## config.mk

```make
export PLATFORM = sky130hd
export DESIGN_NAME = length_field_frame_splitter_core
export DESIGN_NICKNAME = d
export VERILOG_FILES = /design/src/rtl/core/lffs_pkg.sv /design/src/rtl/core/lffs_tracker.sv /design/src/rtl/core/length_field_frame_splitter_core.sv
export SDC_FILE = /design/constraint.sdc
export NUM_CORES = 1
export LEC_CHECK = 0
export BUFFER_PORTS_ARGS = -buffer_cell sky130_fd_sc_hd__buf_2
export CORE_MARGIN = 4
export CORE_UTILIZATION = 35
export CTS_CLUSTER_DIAMETER = 100
export CTS_CLUSTER_SIZE = 28
export DETAILED_ROUTE_END_ITERATION = 12
export GPL_ROUTABILITY_DRIVEN = 0
export GPL_TIMING_DRIVEN = 0
export PLACE_DENSITY_LB_ADDON = 0.05
export SLEW_MARGIN = 20
export SYNTH_ARGS = -nofsm -noshare
export SYNTH_HDL_FRONTEND = slang
export SYNTH_HIERARCHICAL = 1
export SYNTH_SLANG_ARGS = --single-unit
```

## constraint.sdc

```tcl
create_clock -name clk -period 10.4 [get_ports clk]
set_input_delay 2.08 -clock clk [delete_from_list [all_inputs] [get_ports clk]]
set_output_delay 2.08 -clock clk [all_outputs]
set_load 0.02 [all_outputs]
```

## src/rtl/core/lffs_pkg.sv

```systemverilog
// ----------------------------------------------------------------------------
// lffs_pkg
// Shared types and constants for the length-field frame splitter.
// ----------------------------------------------------------------------------
package lffs_pkg;

  // Result status codes
  typedef enum logic [2:0] {
    ST_OK      = 3'd0,
    ST_SHORT   = 3'd1,
    ST_LONG    = 3'd2,
    ST_BAD_CFG = 3'd3,
    ST_HALTED  = 3'd4
  } status_t;

  // Length field width codes
  localparam logic [1:0] WC_2B = 2'd0;
  localparam logic [1:0] WC_4B = 2'd1;
  localparam logic [1:0] WC_8B = 2'd2;

  // Register indexes (byte address / 4)
  localparam logic [2:0] REG_HDR_BYTES     = 3'd0;
  localparam logic [2:0] REG_LEN_POS       = 3'd1;
  localparam logic [2:0] REG_WIDTH_CODE    = 3'd2;
  localparam logic [2:0] REG_MSB_FIRST     = 3'd3;
  localparam logic [2:0] REG_COUNTS_HEADER = 3'd4;
  localparam logic [2:0] REG_MAX_FRAME     = 3'd5;

  typedef struct packed {
    logic [7:0]  hdr_bytes;
    logic [7:0]  len_pos;
    logic [1:0]  length_width_code;
    logic        msb_first;
    logic        length_counts_header;
    logic [31:0] max_frame_bytes;
  } cfg_t;

  typedef struct packed {
    logic [7:0] byte_out;
    logic       frame_start;
    logic       frame_end;
    status_t    status;
  } res_t;

  // Field width in bytes, zero for the invalid code
  function automatic logic [3:0] field_width(input logic [1:0] code);
    logic [3:0] w;
    case (code)
      WC_2B:   w = 4'd2;
      WC_4B:   w = 4'd4;
      WC_8B:   w = 4'd8;
      default: w = 4'd0;
    endcase
    return w;
  endfunction

endpackage

```

## src/rtl/core/lffs_tracker.sv

```systemverilog
// ----------------------------------------------------------------------------
// lffs_tracker
// Frame position tracking, length field capture and size checks, one byte
// per step.
// ----------------------------------------------------------------------------
module lffs_tracker import lffs_pkg::*; #(
  parameter int unsigned POSITION_BITS = 32
) (
  input  logic       clk,
  input  logic       rst_n,
  input  logic       step,
  input  logic [7:0] data_byte,
  input  cfg_t       cfg,
  output res_t       res
);

  localparam int XW = (POSITION_BITS > 32) ? POSITION_BITS : 33;
  localparam logic [64:0] POS_LIMIT = 65'd1 << POSITION_BITS;

  logic [POSITION_BITS-1:0] pos_r, pos_nxt;
  logic [63:0]              acc_r, acc_nxt;
  logic [31:0]              fb_r, fb_nxt;
  logic                     halted_r, halted_nxt;

  logic [3:0]    fw;
  logic          cfg_bad;
  logic [XW-1:0] pos_x, off_x, rel, hs_m1_x, fb_x;
  logic          in_field;
  logic [63:0]   acc_base, acc_new, size;
  logic [64:0]   sum65;
  logic          over, short_sz, long_sz, tail_end;
  logic [POSITION_BITS-1:0] pos_inc;

  always_comb begin
    fw       = field_width(cfg.length_width_code);
    cfg_bad  = (cfg.hdr_bytes == 8'd0) || (fw == 4'd0) ||
               (({1'b0, cfg.len_pos} + {5'd0, fw}) > {1'b0, cfg.hdr_bytes}) ||
               (cfg.max_frame_bytes < {24'd0, cfg.hdr_bytes});
    pos_x    = XW'(pos_r);
    pos_inc  = pos_r + POSITION_BITS'(1);
    off_x    = XW'(cfg.len_pos);
    rel      = pos_x - off_x;
    in_field = (pos_x >= off_x) && (rel < XW'(fw));
    acc_base = (pos_r == '0) ? 64'd0 : acc_r;
    if (!in_field) begin
      acc_new = acc_base;
    end else if (cfg.msb_first) begin
      acc_new = {acc_base[55:0], data_byte};
    end else begin
      acc_new = acc_base | (64'(data_byte) << {rel[2:0], 3'b000});
    end
    hs_m1_x  = XW'(cfg.hdr_bytes - 8'd1);
    sum65    = {1'b0, acc_new} + 65'(cfg.hdr_bytes);
    over     = !cfg.length_counts_header && sum65[64];
    size     = cfg.length_counts_header ? acc_new : sum65[63:0];
    short_sz = !over && (size < 64'(cfg.hdr_bytes));
    long_sz  = over || (size > 64'(cfg.max_frame_bytes)) || ({1'b0, size} > POS_LIMIT);
    fb_x     = XW'(fb_r);
    tail_end = (fb_r == 32'd0) || (pos_x >= fb_x - XW'(1));

    res.byte_out    = data_byte;
    res.frame_start = 1'b0;
    res.frame_end   = 1'b0;
    res.status      = ST_OK;
    pos_nxt    = pos_r;
    acc_nxt    = acc_r;
    fb_nxt     = fb_r;
    halted_nxt = halted_r;

    if (halted_r) begin
      res.status = ST_HALTED;
    end else if (cfg_bad) begin
      res.status = ST_BAD_CFG;
      halted_nxt = 1'b1;
    end else begin
      res.frame_start = (pos_r == '0);
      acc_nxt         = acc_new;
      if (pos_x < hs_m1_x) begin
        pos_nxt = pos_inc;
      end else if (pos_x == hs_m1_x) begin
        if (short_sz) begin
          res.status = ST_SHORT;
          halted_nxt = 1'b1;
        end else if (long_sz) begin
          res.status = ST_LONG;
          halted_nxt = 1'b1;
        end else begin
          fb_nxt = size[31:0];
          if (size == 64'(cfg.hdr_bytes)) begin
            res.frame_end = 1'b1;
            pos_nxt       = '0;
          end else begin
            pos_nxt = pos_inc;
          end
        end
      end else if (tail_end) begin
        res.frame_end = 1'b1;
        pos_nxt       = '0;
      end else begin
        pos_nxt = pos_inc;
      end
    end
  end

  always_ff @(posedge clk) begin
    if (!rst_n) begin
      pos_r    <= '0;
      acc_r    <= '0;
      fb_r     <= '0;
      halted_r <= 1'b0;
    end else if (step) begin
      pos_r    <= pos_nxt;
      acc_r    <= acc_nxt;
      fb_r     <= fb_nxt;
      halted_r <= halted_nxt;
    end
  end

  // Halt is sticky
  a_halt_sticky: assert property (@(posedge clk) disable iff (!rst_n)
    halted_r |=> halted_r)
    else $error("halt latch dropped");

  // Frame end rewinds the position
  a_end_rewinds: assert property (@(posedge clk) disable iff (!rst_n)
    (step && res.frame_end) |=> (pos_r == '0))
    else $error("position not cleared after frame end");

  // A bad configuration halts the block
  a_bad_cfg_halts: assert property (@(posedge clk) disable iff (!rst_n)
    (step && !halted_r && cfg_bad) |=> halted_r)
    else $error("bad configuration did not halt");

endmodule

```

## src/rtl/core/length_field_frame_splitter_core.sv

```systemverilog
// ----------------------------------------------------------------------------
// length_field_frame_splitter_core
// Cuts a byte stream into length-field framed messages and marks each byte.
// ----------------------------------------------------------------------------
// Path: input register -> tracker -> output register, which drives out_tvalid.
// Throughput: 1 byte per cycle while out_tready holds; the tracker's
//   position/length loop keeps pace, so the next byte follows right behind.
// Reset (rst_n, synchronous): position, length, frame size and the error latch
//   clear, registers take their documented defaults, both channels go empty.
module length_field_frame_splitter_core import lffs_pkg::*; #(
  parameter int unsigned POSITION_BITS = 32
) (
  input  logic        clk,
  input  logic        rst_n,
  // input stream
  input  logic        in_tvalid,
  output logic        in_tready,
  input  logic [7:0]  in_tdata,     // [7:0] data_byte
  // result stream
  output logic        out_tvalid,
  input  logic        out_tready,
  output logic [7:0]  out_tdata,    // [7:0] byte_out
  output logic        out_tlast,    // frame_end
  output logic [3:0]  out_tuser,    // [0] frame_start, [3:1] status
  // configuration
  input  logic        cfg_psel,
  input  logic        cfg_penable,
  input  logic        cfg_pwrite,
  input  logic [4:0]  cfg_paddr,
  input  logic [31:0] cfg_pwdata,
  output logic [31:0] cfg_prdata,
  output logic        cfg_pready
);

  // --------------------------------------------------------------------------
  // Configuration registers
  // --------------------------------------------------------------------------
  cfg_t       cfg_r;
  logic       cfg_wr;
  logic [2:0] cfg_idx;

  assign cfg_pready = 1'b1;
  assign cfg_idx    = cfg_paddr[4:2];
  assign cfg_wr     = cfg_psel && cfg_penable && cfg_pwrite && cfg_pready;

  always_ff @(posedge clk) begin
    if (!rst_n) begin
      cfg_r.hdr_bytes            <= 8'd4;
      cfg_r.len_pos              <= 8'd0;
      cfg_r.length_width_code    <= WC_4B;
      cfg_r.msb_first            <= 1'b1;
      cfg_r.length_counts_header <= 1'b0;
      cfg_r.max_frame_bytes      <= 32'd65536;
    end else if (cfg_wr) begin
      case (cfg_idx)
        REG_HDR_BYTES:     cfg_r.hdr_bytes            <= cfg_pwdata[7:0];
        REG_LEN_POS:       cfg_r.len_pos              <= cfg_pwdata[7:0];
        REG_WIDTH_CODE:    cfg_r.length_width_code    <= cfg_pwdata[1:0];
        REG_MSB_FIRST:     cfg_r.msb_first            <= cfg_pwdata[0];
        REG_COUNTS_HEADER: cfg_r.length_counts_header <= cfg_pwdata[0];
        REG_MAX_FRAME:     cfg_r.max_frame_bytes      <= cfg_pwdata;
        default: ;  // unmapped: write dropped
      endcase
    end
  end

  always_comb begin
    case (cfg_idx)
      REG_HDR_BYTES:     cfg_prdata = {24'd0, cfg_r.hdr_bytes};
      REG_LEN_POS:       cfg_prdata = {24'd0, cfg_r.len_pos};
      REG_WIDTH_CODE:    cfg_prdata = {30'd0, cfg_r.length_width_code};
      REG_MSB_FIRST:     cfg_prdata = {31'd0, cfg_r.msb_first};
      REG_COUNTS_HEADER: cfg_prdata = {31'd0, cfg_r.length_counts_header};
      REG_MAX_FRAME:     cfg_prdata = cfg_r.max_frame_bytes;
      default:           cfg_prdata = 32'd0;
    endcase
  end

  // --------------------------------------------------------------------------
  // Input register -> tracker -> output register
  // The input stage frees itself whenever its beat moves into the output
  // register, so a new beat is taken while a result still waits downstream.
  // --------------------------------------------------------------------------
  logic       in_valid_r;
  logic [7:0] in_data_r;
  logic       out_valid_r;
  res_t       res, res_r;
  logic       proc_go;
  logic       in_fire;

  assign proc_go   = in_valid_r && (!out_valid_r || out_tready);
  assign in_tready = !in_valid_r || proc_go;
  assign in_fire   = in_tvalid && in_tready;

  always_ff @(posedge clk) begin
    if (!rst_n) begin
      in_valid_r <= 1'b0;
    end else if (in_fire) begin
      in_valid_r <= 1'b1;
    end else if (proc_go) begin
      in_valid_r <= 1'b0;
    end
  end

  always_ff @(posedge clk) begin
    if (in_fire) begin
      in_data_r <= in_tdata;
    end
  end

  lffs_tracker #(
    .POSITION_BITS (POSITION_BITS)
  ) u_tracker (
    .clk       (clk),
    .rst_n     (rst_n),
    .step      (proc_go),
    .data_byte (in_data_r),
    .cfg       (cfg_r),
    .res       (res)
  );

  always_ff @(posedge clk) begin
    if (!rst_n) begin
      out_valid_r <= 1'b0;
    end else if (proc_go) begin
      out_valid_r <= 1'b1;
    end else if (out_tready) begin
      out_valid_r <= 1'b0;
    end
  end

  // result payload, no reset needed
  always_ff @(posedge clk) begin
    if (proc_go) begin
      res_r <= res;
    end
  end

  assign out_tvalid = out_valid_r;
  assign out_tdata  = res_r.byte_out;
  assign out_tlast  = res_r.frame_end;
  assign out_tuser  = {res_r.status, res_r.frame_start};

  // A processed beat always lands in the output register
  a_proc_to_out: assert property (@(posedge clk) disable iff (!rst_n)
    proc_go |=> out_valid_r)
    else $error("processed beat lost");

  // An accepted beat is held in the input stage
  a_in_held: assert property (@(posedge clk) disable iff (!rst_n)
    in_fire |=> in_valid_r)
    else $error("accepted beat not held");

  // End marks only ride on good beats
  a_marks_ok: assert property (@(posedge clk) disable iff (!rst_n)
    (out_valid_r && res_r.frame_end) |-> (res_r.status == ST_OK))
    else $error("frame end on an error beat");

endmodule

```

==> results of run 1 <==
-- registers in the layout, summed over array words and instances (netlist names) --
name                cells
in_valid_r              1
out_tuser               4
in_data_r               8
u_tracker/acc_r        64
out_tvalid              1
u_tracker/fb_r         32
u_tracker/halted_r      1
u_tracker/pos_r        32
cfg_r                  52
out_tdata               8
out_tlast               1
-- synth_stat cells, types with 21 or more instances --
cell type / instances
a21o_1: 34
a21oi_1: 142
and2_1: 43
clkbuf_1: 80
dfxtp_1: 183
edfxtp_1: 21
ha_1: 145
inv_1: 85
mux2i_1: 115
nand2_1: 329
nand2b_1: 34
nand3_1: 56
nand4_1: 67
nor2_1: 155
nor2b_1: 69
nor3_1: 58
nor4_1: 34
o211a_1: 37
o21ai_0: 110
o31ai_1: 21
or3_1: 42
or4_1: 24
xnor2_1: 65
xor2_1: 21
-- metal layers --
metal / vias up / wire, um
li1: 8661 / -
met1: 8866 / 33670
met2: 876 / 33380
met3: 218 / 5980
met4: 0 / 4205
met5: - / 0
-- worst max-delay path, delay by kind of cell, from the launching register on --
family,cells,cell delay (ns)
simple gates,6,1.23
fa+ha+maj,2,0.67
buf+inv,9,3.33
compound gates,18,3.42
xor+xnor,1,0.55
flops,1,0.47
-- through the flow --
stage | instance area (um2) | utilization (%) | power (mW)
2_1_floorplan | 17800 | - | 1.755
3_3_place_gp | 19110 | 38.09 | 2.327
3_5_place_dp | 19140 | 38.16 | 2.331
4_1_cts | 20010 | 39.89 | 3.113
5_1_grt | 20230 | 40.33 | 3.340
6_report | 20230 | 40.33 | 3.208
-- repair_timing --
item / 4_1_cts / 5_1_grt
pin swaps: 6 / 8
gates cloned: 0 / 0
setup endpoints to repair: 68 / 67
resized for setup: 48 / 32
setup buffers: 6 / 10
-- cells in the final DEF, fill, tap and decap left out, drive strengths merged, types with 22 or more instances in the layout --
master	count
a21o	34
a21oi	142
and2	44
buf	156
clkbuf	93
dfxtp	183
ha	145
inv	92
mux2i	115
nand2	329
nand2b	34
nand3	56
nand4	70
nor2	157
nor2b	69
nor3	62
nor4	37
o211a	37
o21ai	113
o31ai	22
or3	42
or4	25
xnor2	65
-- worst min path at each step --
stage,depth (start not counted),start,endpoint
2_1_floorplan,2,u_tracker/acc_r[16],u_tracker/acc_r[16]
3_3_place_gp,2,u_tracker/acc_r[33],u_tracker/acc_r[33]
3_5_place_dp,2,u_tracker/acc_r[33],u_tracker/acc_r[33]
4_1_cts,2,u_tracker/acc_r[33],u_tracker/acc_r[33]
5_1_grt,2,cfg_r[20],cfg_r[20]
6_report,2,u_tracker/acc_r[33],u_tracker/acc_r[33]
-- kinds of logic (layout without fill, tap and decap cells) --
group                      count (synthesis)  in the layout  synth area share [%]
adders and majority gates                148            148                 10.53
and+or+nand+nor                         1005           1005                 29.11
AOI/OAI and AO/OA                        524            524                 19.76
xor gates and xnor gates                  86             86                 4.233
muxes                                    127            127                 7.291
buffers and inverters                    209            345                 4.922
DFF                                      204            204                 24.13
other                                      1              1               0.02107
-- cell type report --
class	instances	area, um2
Fill cell	5227	29940
Inverter	86	327.8
Multi-Input combinational cell	1891	13020
Clock buffer	18	429.2
Tap cell	672	840.8
Clock inverter	10	153.9
Sequential cell	204	4294
Buffer	119	551.8
Timing Repair Buffer	112	619.3
-- power by group through the flow --
stage               Clock [mW]  Sequential (mW)  Combinational, mW
detailed placement           0            0.883               1.45
global placement             0            0.883               1.44
CTS                      0.741            0.865               1.51
finish                   0.721            0.868               1.62
floorplan                    0            0.867              0.889
global route             0.766            0.870               1.70
==> parameters.txt, run 1 <==
Parameter                              Value

Synthesis
  Fraction of registers with async set or reset after synthesis    0%
  Synthesized cell area    17800 um2
  Yosys reg bits    204
  EDFF count, synth    21
  Dominant cell type by area after synthesis    dfxtp_1
  Synth top area cells    dfxtp_1 21%, ha_1 10%, nand2_1 6.9%
  Post-synth top flop    dfxtp_1
  Portion of synthesized cell area occupied by the leading cell type    20.59%
  Part of the Yosys area used for sequential elements    between 20% and 30%
  Yosys warns    6
  Post-synthesis area per instance    7.724 um2
  Number of nets in the synthesized netlist    2504
  Number of cells produced by synthesis    2304
  Number of library cell types mapped by synthesis    97

Critical path
  Crit path required time    10.88 ns
  End point of the critical path    u_tracker/pos_r[9]
  CP Max Fanout    10
  Critical path data arrival time    between 10 and 15 ns
  Reg2reg setup slack    around 0.64 ns
  Stage delay of the slowest cell on the critical path    roughly 0.7 ns
  Crit. End Element    flip-flop
  Cell depth of the worst flop-to-flop path    36
  Critical Path Most Common Cell    a21oi_1
  Startpoint types    flip-flop
  Endpoint of the lowest-slack register-to-register path    u_tracker/pos_r[9]
  Cell with the biggest individual delay on the critical path    clkbuf_1
  Reg-to-reg critical path startpoint    cfg_r[33]
  Kind of critical path    reg -> reg
  Critical Path Start    cfg_r[33]

Power
  P_leak    roughly 8.6 nW
  VDD IR max    0.0001276 V
  Fraction of power consumed by the clock network    between 20% and 30%
  Part of the power in combinational logic    50.5%
  Power Density    approximately 160 nW/um2
  Switching fraction of total power    48.97%
  Sequential Power Share    27.0%
  Internal power of the cells    1.637 mW
  Switching Power    1.571 mW

Global route
  Initial antenna violation count    1
  Wire length of the first global-routing pass    115200 um
  Congestion Overflow GR    0
  Overall Global Routing Usage    approximately 28%
  GRT busiest layer    met2
  Met2 global-route usage    43.37%
  Number of global-route vias before repair    18030
  Pin count of the biggest net entering global routing    29
  Met1 Use GR    36.88%
  Met3 capacity usage during global routing    5.378%

STA
  Final setup violation count    0
  Final hold vios    0
  Least-Margin Pin Slew    1.071 ns
  Crit path time final    9.762 ns
  Maximum operating frequency    102.4 MHz
  Relative max-transition margin    28.04%
  Final period utilization    93.87%
  Final setup TNS    0 ns
  Clock tree skew after final layout    0.03193 ns
  Final Slew Violations    0
  Final worst-path setup slack    approximately 0.64 ns
  Hold slack    slightly below 0.5 ns

Finish
  Number of antenna diodes    0
  Number of nets in the final layout    2630
  Area Overhead vs Synth    13.70%
  Final std cells w/o fill    3112
  Fraction of layout instances using a drive strength above 1    11.76%

Floorplan
  Overall die height    233.5 um
  Die footprint    54520 um2
  Core Box Area    about 50000 um2
  IO Count    100
  Starting utilization of the core area    35.47%
  Number of placement rows    between 80 and 90
  Die boundary width    233.5 um

Clock network
  Num Clock Sinks    204
  Worst-path clk slew    around 0.11 ns
  TritonCTS buffer count    16
  Number of buffers between clock root and the deepest sink    3
  # hold bufs at CTS    0
  H-tree levels    1
  Clk_lat worst skew    0.55 ns
  TritonCTS clock tree    built
  Cell at the root of the clock tree    clkbuf_16

Place
  Number of instances in the placed design    3072
  Quantity of I/O buffers inserted on ports    95
  Dpl hpwl    about 60000 um
  Worst slack, placed    -3.686 ns

Detailed routing
  Total Wirelength    77230 um
  Residual antenna-violating net count after detailed routing    0
  Number of vias per cell    5.984
  Routed len/inst    24.82 um
  DRC    0
  Vias    ~19000
  Number of iterations in the first detailed-routing pass    6
  Initial drt markers    1816

Job
  Reported max-cap violation count    0

Min path
  Kind of path behind the tightest hold check    reg -> reg

Run status
  Outcome    complete, no violations
Note: power is estimated with default switching activity, not from simulation.
==> run 2, diff against run 1 <==
CORE_MARGIN = not set   (was 4)
GPL_TIMING_DRIVEN = not set   (was 0)
==> parameters.txt, run 2 (synthesis gave the netlist of run 1 again) <==
Parameter                              Value

Clock network
  Number of buffers between clock root and the deepest sink    3 (unchanged)
  Setup bufs post-CTS    0 (-6)
  TritonCTS clock tree    built
  # hold bufs at CTS    0 (unchanged)
  Worst-path clk slew    0.10 ns (about the same)
  Num Clock Sinks    204 (unchanged)
  Clk_lat worst skew    0.55 ns (about the same)
  H-tree levels    1 (unchanged)
  Cell at the root of the clock tree    clkbuf_16
  TritonCTS buffer count    16 (unchanged)

Critical path
  Cell depth of the worst flop-to-flop path    49 (+36%)
  End point of the critical path    u_tracker/pos_r[7]
  Critical Path Start    u_tracker/pos_r[0]
  Kind of critical path    reg -> reg
  Reg-to-reg critical path startpoint    u_tracker/pos_r[0]
  Stage delay of the slowest cell on the critical path    0.67 ns (about the same)
  Cell with the biggest individual delay on the critical path    xnor2_1
  Reg2reg setup slack    0.74 ns (+0.10 ns)
  Endpoint of the lowest-slack register-to-register path    u_tracker/pos_r[7]
  Crit path required time    10.85 ns (-0.03 ns)
  Crit. End Element    flip-flop
  Startpoint types    flip-flop
  Critical path data arrival time    10.11 ns (-0.13 ns)
  Critical Path Most Common Cell    buf_4
  CP Max Fanout    26 (+16)

Run status
  Outcome    complete, no violations

Power
  P_leak    8.669 nW (+1.4%)
  Switching Power    1.462 mW (-6.9%)
  VDD IR max    0.0001457 V (+14%)
  Internal power of the cells    1.672 mW (+2.1%)
  Sequential Power Share    27.5% (+0.5 points)
  Power Density    155.9 nW/um2 (-1.7%)
  Part of the power in combinational logic    49.7% (-0.8 points)
  Fraction of power consumed by the clock network    22.9% (+0.4 points)
  Switching fraction of total power    46.66% (-2.3 points)

STA
  Final Slew Violations    0 (unchanged)
  Final setup violation count    0 (unchanged)
  Final setup TNS    0 ns (unchanged)
  Crit path time final    9.660 ns (-0.1019 ns)
  Clock tree skew after final layout    0.04039 ns (+0.008456 ns)
  Final hold vios    0 (unchanged)
  Maximum operating frequency    103.5 MHz (+1.1%)
  Relative max-transition margin    38.35% (+10 points)
  Final period utilization    92.89% (-0.98 points)
  Setup repair after global routing missed its margin    no
  Least-Margin Pin Slew    0.9225 ns (-0.1487 ns)

Finish
  FF/Latch Area    4295 um2 (about the same)
  Most used cells in the layout excluding fill and tap cells    329 x nand2_1, 182 x dfxtp_1, 154 x nor2_1
  Number of flip-flops under the largest register name    64 (unchanged)
  Footprint of the multi-input gates    12720 um2 (-2.2%)
  Most common library cell in the layout ignoring fill and taps    nand2_1
  Final std cells w/o fill    3086 (-0.84%)
  Number of antenna diodes    0 (unchanged)
  Count of filler cells inserted in the layout    5290 (+1.2%)
  Number of nets in the final layout    2604 (-0.99%)
  Fraction of layout instances using a drive strength above 1    12.84% (+1.1 points)
  Registers with the most flip-flops    u_tracker/acc_r (64), cfg_r (52)
  Area Overhead vs Synth    12.95%
  Most flops, register    u_tracker/acc_r

Detailed routing
  Routed len/inst    22.69 um (-8.6%)
  Number of vias per cell    5.829 (-2.6%)
  Initial drt markers    1512 (-17%)
  Vias    17990 (-3.4%)
  Number of iterations in the first detailed-routing pass    7 (+1)
  Residual antenna-violating net count after detailed routing    0 (unchanged)
  DRC    0 (unchanged)
  Total Wirelength    70010 um (-9.3%)

Min path
  Kind of path behind the tightest hold check    reg -> reg

Floorplan
  Die boundary width    227.5 um (-2.6%)
  IO Count    100 (unchanged)
  Number of placement rows    82 (unchanged)
  Starting utilization of the core area    35.47% (unchanged)
  Core Box Area    50170 um2 (unchanged)
  Die footprint    51750 um2 (-5.1%)
  Overall die height    227.5 um (-2.6%)

Global route
  Number of global-route vias before repair    17280 (-4.2%)
  Wire length of the first global-routing pass    106200 um (-7.9%)
  Met3 capacity usage during global routing    2.633% (-2.7 points)
  Overall Global Routing Usage    26.98% (-0.66 points)
  Initial antenna violation count    0 (-1)
  GRT busiest layer    met2
  Met2 global-route usage    43.30% (-0.068 points)
  Congestion Overflow GR    0 (unchanged)
  Met1 Use GR    37.02% (+0.14 points)
  Pin count of the biggest net entering global routing    82 (+180%)

Job
  Reported max-cap violation count    0 (unchanged)

Place
  Dpl hpwl    53960 um (-10%)
  Number of instances in the placed design    3058 (-0.46%)
  Quantity of I/O buffers inserted on ports    96 (+1.1%)
-- run 2: cell count changes in the layout (fill, tap and decap cells not counted), moves of 5 or more --
| cell | change |
|---|---|
| clkbuf_1 | -72 |
| buf_1 | -12 |
| buf_2 | -14 |
| buf_4 | +74 |
| xor2_1 | +5 |
| xnor2_1 | +6 |
| o21ai_0 | +5 |
-- run 2: worst min path at each step --
stage          cells past startpoint  slack, ns             endpoint           startpoint
6_report                           2       0.50  u_tracker/acc_r[16]  u_tracker/acc_r[16]
5_1_grt                            0       0.52         out_tuser[3]   u_tracker/halted_r
4_1_cts                            2       0.50  u_tracker/acc_r[16]  u_tracker/acc_r[16]
3_5_place_dp                       2       0.48            cfg_r[15]            cfg_r[15]
3_3_place_gp                       2       0.48  u_tracker/acc_r[16]  u_tracker/acc_r[16]
2_1_floorplan                      2       0.45  u_tracker/acc_r[16]  u_tracker/acc_r[16]
-- run 2: critical path: cells and delay by family (launching register included) --
kind,cells,cell delay [ns]
flops,1,0.32
buf+inv,13,1.71
xor+xnor,2,0.91
fa+ha+maj,5,1.46
compound gates,18,2.62
simple gates,11,2.53
-- run 2: stage by stage --
step           cell area, um2  setup slack [ns]  utilization, %  power [mW]  hold WS, ns
2_1_floorplan           17800             1.133               -       1.755       0.4533
3_3_place_gp            19470            0.7115           38.81       2.383       0.4763
3_5_place_dp            19490            0.6408           38.85       2.388       0.4820
4_1_cts                 20040            0.5450           39.95       3.120       0.4960
5_1_grt                 20100           0.02063           40.06       3.280       0.5220
6_report                20100            0.7398           40.06       3.134       0.4968
-- run 2: repair_timing --
action	CTS	global route
hold endpoints to repair	0	0
gates resized for setup	0	10
setup endpoints to repair	0	44
-- run 2: routing by layer --
metal / part of all wire (%) / vias to the layer above
met5: 0 / -
met4: 4.3 / 0
met3: 5.1 / 124
met2: 44 / 558
met1: 46 / 8701
li1: - / 8604
-- run 2: final cells by class --
type / count / share of cell area (%)
clock buffers: 18 / 2.135
well taps: 672 / 4.183
flip-flops and latches: 204 / 21.37
inverters: 86 / 1.606
repair buffers: 205 / 6.785
multi-input cells: 1891 / 63.30
clock inverters: 10 / 0.6225
-- run 2: power by group through the flow --
stage	registers [mW]	logic (mW)	clock network (mW)
detailed placement	0.877	1.51	0
floorplan	0.867	0.889	0
global placement	0.877	1.51	0
global route	0.864	1.66	0.759
CTS	0.860	1.52	0.744
finish	0.860	1.56	0.717
